File: src/rtl/calibration_table_interpolator_macros.svh
// Assertion macros shared by the calibration table interpolator.
`ifndef CALIBRATION_TABLE_INTERPOLATOR_MACROS_SVH
`define CALIBRATION_TABLE_INTERPOLATOR_MACROS_SVH
`ifndef SYNTHESIS
`define CTI_ASSERT_IMP(label, clk, rst, ante, cons, msg) \
   label: assert property (@(posedge clk) disable iff (rst) (ante) |-> (cons)) \
      else $error(msg);
`define CTI_ASSERT_NEXT(label, clk, rst, ante, cons, msg) \
   label: assert property (@(posedge clk) disable iff (rst) (ante) |=> (cons)) \
      else $error(msg);
`else
`define CTI_ASSERT_IMP(label, clk, rst, ante, cons, msg)
`define CTI_ASSERT_NEXT(label, clk, rst, ante, cons, msg)
`endif
`endif

File: src/rtl/cti_pkg.sv
// Package with the item types and codes of the calibration table interpolator.
`timescale 1ns / 1ps
package cti_pkg;
   localparam logic [1:0] ACT_CLEAR  = 2'd0;
   localparam logic [1:0] ACT_INSERT = 2'd1;
   localparam logic [1:0] ACT_QUERY  = 2'd2;

   localparam logic [1:0] ST_OK    = 2'd0;
   localparam logic [1:0] ST_FEW   = 2'd1;
   localparam logic [1:0] ST_RANGE = 2'd2;
   localparam logic [1:0] ST_FULL  = 2'd3;

   typedef struct packed {
      logic [1:0]         action;
      logic signed [23:0] point_step;
      logic [31:0]        wavelength;
   } req_type;

   typedef struct packed {
      logic signed [23:0] step_out;
      logic [1:0]         status;
      logic [6:0]         points_held;
   } rsp_type;
endpackage

File: src/rtl/cti_divider.sv
// Restoring signed divider, one quotient bit per cycle, truncating toward zero.
`timescale 1ns / 1ps
module cti_divider (
   input  logic               clock,
   input  logic               reset,
   input  logic               start,
   input  logic signed [56:0] dividend,
   input  logic [31:0]        divisor,
   output logic               busy,
   output logic               done,
   output logic signed [56:0] quotient
);
   import cti_pkg::*;

   logic [56:0] mag_ff, mag_in;
   logic [32:0] rem_ff, rem_in;
   logic [31:0] dvs_ff, dvs_in;
   logic        neg_ff, neg_in;
   logic [5:0]  cnt_ff, cnt_in;
   logic        busy_ff, busy_in;
   logic        done_ff, done_in;
   logic [32:0] trial;

   assign trial = {rem_ff[31:0], mag_ff[56]} - {1'b0, dvs_ff};

   // One shift-subtract step per cycle over the dividend magnitude.
   always_comb begin
      mag_in  = mag_ff;
      rem_in  = rem_ff;
      dvs_in  = dvs_ff;
      neg_in  = neg_ff;
      cnt_in  = cnt_ff;
      busy_in = busy_ff;
      done_in = 1'b0;
      if (start) begin
         mag_in  = dividend[56] ? 57'(-dividend) : dividend;
         neg_in  = dividend[56];
         dvs_in  = divisor;
         rem_in  = '0;
         cnt_in  = 6'd57;
         busy_in = 1'b1;
      end else if (busy_ff) begin
         if (!trial[32]) begin
            rem_in = trial;
            mag_in = {mag_ff[55:0], 1'b1};
         end else begin
            rem_in = {rem_ff[31:0], mag_ff[56]};
            mag_in = {mag_ff[55:0], 1'b0};
         end
         cnt_in = cnt_ff - 6'd1;
         if (cnt_ff == 6'd1) begin
            busy_in = 1'b0;
            done_in = 1'b1;
         end
      end
   end

   always_ff @(posedge clock) begin
      mag_ff <= mag_in;
      rem_ff <= rem_in;
      dvs_ff <= dvs_in;
      neg_ff <= neg_in;
      cnt_ff <= cnt_in;
      if (reset) begin
         busy_ff <= 1'b0;
         done_ff <= 1'b0;
      end else begin
         busy_ff <= busy_in;
         done_ff <= done_in;
      end
   end

   assign busy     = busy_ff;
   assign done     = done_ff;
   assign quotient = neg_ff ? 57'(-mag_ff) : mag_ff;
endmodule

File: config.mk
export PLATFORM = sky130hd
export DESIGN_NAME = cti_divider
export DESIGN_NICKNAME = d
export VERILOG_FILES = /design/src/rtl/calibration_table_interpolator_macros.svh /design/src/rtl/cti_pkg.sv /design/src/rtl/cti_divider.sv
export SDC_FILE = /design/constraint.sdc
export NUM_CORES = 1
export LEC_CHECK = 0
export ABC_AREA = 1
export BUFFER_PORTS_ARGS = -buffer_cell sky130_fd_sc_hd__buf_2
export CAP_MARGIN = 30
export CORE_UTILIZATION = 35
export CTS_BUF_LIST = sky130_fd_sc_hd__clkbuf_4 sky130_fd_sc_hd__clkbuf_8 sky130_fd_sc_hd__clkbuf_16
export DETAILED_ROUTE_END_ITERATION = 7
export GPL_TIMING_DRIVEN = 0
export SKIP_CTS_REPAIR_TIMING = 1
export SLEW_MARGIN = 15
export SYNTH_ARGS = -nofsm -noshare
export SYNTH_HDL_FRONTEND = slang
export SYNTH_SLANG_ARGS = --single-unit
File: constraint.sdc
create_clock -name clock -period 2.4 [get_ports clock]
set_input_delay 0.48 -clock clock [delete_from_list [all_inputs] [get_ports clock]]
set_output_delay 0.48 -clock clock [all_outputs]
set_load 0.01 [all_outputs]
==> reports/metrics.cfg <==
[global_route]
grt_overflow = 0
antenna_found_initial = 0
grt_pass1_vias = 11400
grt_use_total_pct = 23.9
grt_max_degree = 59
grt_pass1_wl_mm = 61.8

[drt]
drtPass1Iterations = 6
drt-initial-drc-count = 758
post-route-drc-count = 0
wl_per_cell_um = 16.7
wl_mm = 43.2
avgViaCountPerCell = 4.91
postRouteAntennaNets = 0
vias = 12700

[placement]
hpwl_mm = 33.4
place_inst = 2477
gp_congestion = 0.954
dpl_cell_area_um2 = 13000
io_buffers = 150

[floorplanning]
initial_core_util_pct = 35.8
ios = 151
die_height_um = 185
die-area_um2 = 34200
dieWidth_um = 185
core_um2 = 32800
rows = 66

[clock_tree]
clk_path_buf_depth = 2
cts_root_buf = clkbuf_16
htreeDepth = 4
cts_sinks = 130
cts_buffers = 17
clkTransAtPathRegs_ps = 60
clk-insertion-delay-late_ps = 440
tritoncts = built

[sta]
finalSetupTns_ps = -20310
max_freq_mhz = 328
tightestPinTransition_ps = 796
fin_ws_ps = -653
hold_slack_ps = 220
rsz0062_at_grt = yes
min_period_over_period_pct = 127
fin_crit_ps = 3050
hold_viol = 0
final_max_slew_viol_count = 0
setup_viol = 80
relSlewSlack_pct = 46.9
clock_skew_ps = 15.3

[synthesis]
syn_nets = 2014
post_synth_num_cell_types = 47
synth_top_area_share_pct = 23.0
ys_warn_count = 0
synth_seq_area_share_pct = 29.9
synthTopCellsByArea = edfxtp_1 23%, nand2_1 20%, inv_1 10%
synth_area_leader_cell = edfxtp_1
synth-seq-cells = 130
avgSynthCellArea_um2 = 6.22
synth.cell_area_um2 = 11700
synth_cells = 1885

[pwr]
pwr-share-clk_pct = 35.1
power.internal_mw = 4.91
power_leakage_nw = 7.51
ir_drop_mv = 0.451
power.total_mw = 7.41
p_sw_mw = 2.51
switching_share_pct = 33.8
combPwrFrac_pct = 27.4
pwr-share-seq_pct = 37.5
cellPowerDensity_nw_per_um2 = 473

[min_path]
hold_path_class = input pin to register

[cells_and_area]
final_nets = 2256
layoutNonFillerInstCount = 2582
diodes = 0
drive_above_1_share_pct = 25.4
fillers = 3395
design_area_um2 = 15700
syn_to_final_growth_pct = 33.6

[worst_setup_path]
worst-path-max-fanout = 3
end_kind = primary output
cp.arrival_ps = 2570
crit_type = register to primary output
crit_required_ps = 1920
critPathLaunchType = register

[flow_run]
maxCapViolations = 0

[status]
status = finished with violations
violations = negative setup slack

per-layer routing:
metal | vias up | GRT usage [%] | share of wire (%)
met1 | 5850 | 29.7 | 42
met4 | 0 | 10.9 | 4.2
li1 | 6372 | - | -
met3 | 86 | 2.54 | 4.4
met2 | 372 | 41.5 | 49
met5 | - | 0 | 0
kinds of logic (layout without fill, tap and decap cells):
| group | Yosys count | count (layout) | synth area share, % |
|---|---|---|---|
| compound gates | 139 | 139 | 6.39 |
| buf+inv | 367 | 622 | 12.2 |
| simple gates | 1110 | 1110 | 39.9 |
| flops | 130 | 130 | 29.9 |
| xor+xnor | 102 | 102 | 7.62 |
| fa+ha+maj | 37 | 37 | 4.01 |
stage by stage:
step	utilization [%]	setup WS (ps)
finish	47.8	-653
global route	47.8	-764
CTS	41.5	-1240
detailed placement	39.7	-739
global placement	39.7	-1550
floorplan	-	86.9
power groups by stage:
stage	Clock (mW)	Sequential, mW	Combinational [mW]
floorplan	0	2.74	0.973
global placement	0	2.79	1.64
detailed placement	0	2.79	1.63
CTS	2.66	2.74	1.64
global route	2.75	2.80	2.19
finish	2.60	2.78	2.03
sequential cells by signal (all words and copies together) (netlist names):
register	cells
mag_ff	57
dvs_ff	32
rem_ff	32
cnt_ff	6
busy	1
done	1
neg_ff	1
layout make-up:
class                      count  area (um^2)  share of cell area (%)
multi-input combinational   1388         8070                    51.5
sequential                   130         3500                    22.4
timing repair buffer         223         1470                    9.41
inverter                     327         1240                    7.90
tap                          442          553                    3.53
clock buffer                  20          448                    2.86
buffer                        40          240                    1.53
clock inverter                12          135                   0.863
cells in the mapped netlist (all sizes together):
| cell type | instances |
|---|---|
| nand2 | 648 |
| inv | 327 |
| nor2 | 226 |
| nand3 | 148 |
| o21ai | 91 |
| edfxtp | 90 |
| xor2 | 81 |
| dfxtp | 40 |
| ha | 36 |
| nand4 | 33 |
| a21oi | 30 |
| clkbuf | 26 |
| nor3 | 26 |
| xnor2 | 21 |
| buf | 14 |
| nand3b | 11 |
| and2 | 6 |
| a31oi | 5 |
| or2 | 5 |
| nor4 | 4 |
| o211ai | 3 |
| o31ai | 3 |
| a21o | 2 |
| nor3b | 2 |
| o21bai | 2 |
| a211oi | 1 |
| and3 | 1 |
| fa | 1 |
| o22ai | 1 |
| o41ai | 1 |
worst max-delay path, stage by stage, from the launching register on:
cell	delay, ps
edfxtp_1	410
inv_2	120
ha_4	160
nand3_4	90
nor2_4	140
inv_2	60
nor2_4	120
nand2_2	80
nor2_4	140
nand4_1	180
o21ai_2	240
xor2_2	240
buf_2	180
worst paths after layout:
kind                          startpoint                endpoint  slack (ps)  cells past startpoint
setup / recovery     mag_ff[0]$_DFFE_PP_            quotient[38]        -650                     12
hold / removal               divisor[12]    dvs_ff[12]$_DFFE_PP_         220                      1
setup reg to reg    mag_ff[56]$_DFFE_PP_     mag_ff[0]$_DFFE_PP_         -90                     16
hold reg to reg   rem_ff[5]$_SDFFE_PP0P_  rem_ff[5]$_SDFFE_PP0P_         470                      2
layout by cell type, fill, tap and decap left out, drive strengths merged, types with 2 or more instances in the layout:
master / netlist / final
o211ai: 3 / 3
nand4: 33 / 33
o21ai: 91 / 91
a21o: 2 / 2
bufinv: 0 / 2
nand3b: 11 / 11
or2: 5 / 5
nand2: 648 / 648
nand3: 148 / 148
clkinvlp: 0 / 3
xnor2: 21 / 21
o31ai: 3 / 3
nor4: 4 / 4
clkbuf: 26 / 50
ha: 36 / 36
and2: 6 / 6
a31oi: 5 / 5
clkinv: 0 / 6
o21bai: 2 / 2
inv: 327 / 328
nor2: 226 / 226
xor2: 81 / 81
edfxtp: 90 / 90
nor3b: 2 / 2
a21oi: 30 / 30
dfxtp: 40 / 40
nor3: 26 / 26
buf: 14 / 233
(Power assumes the default switching activity.)
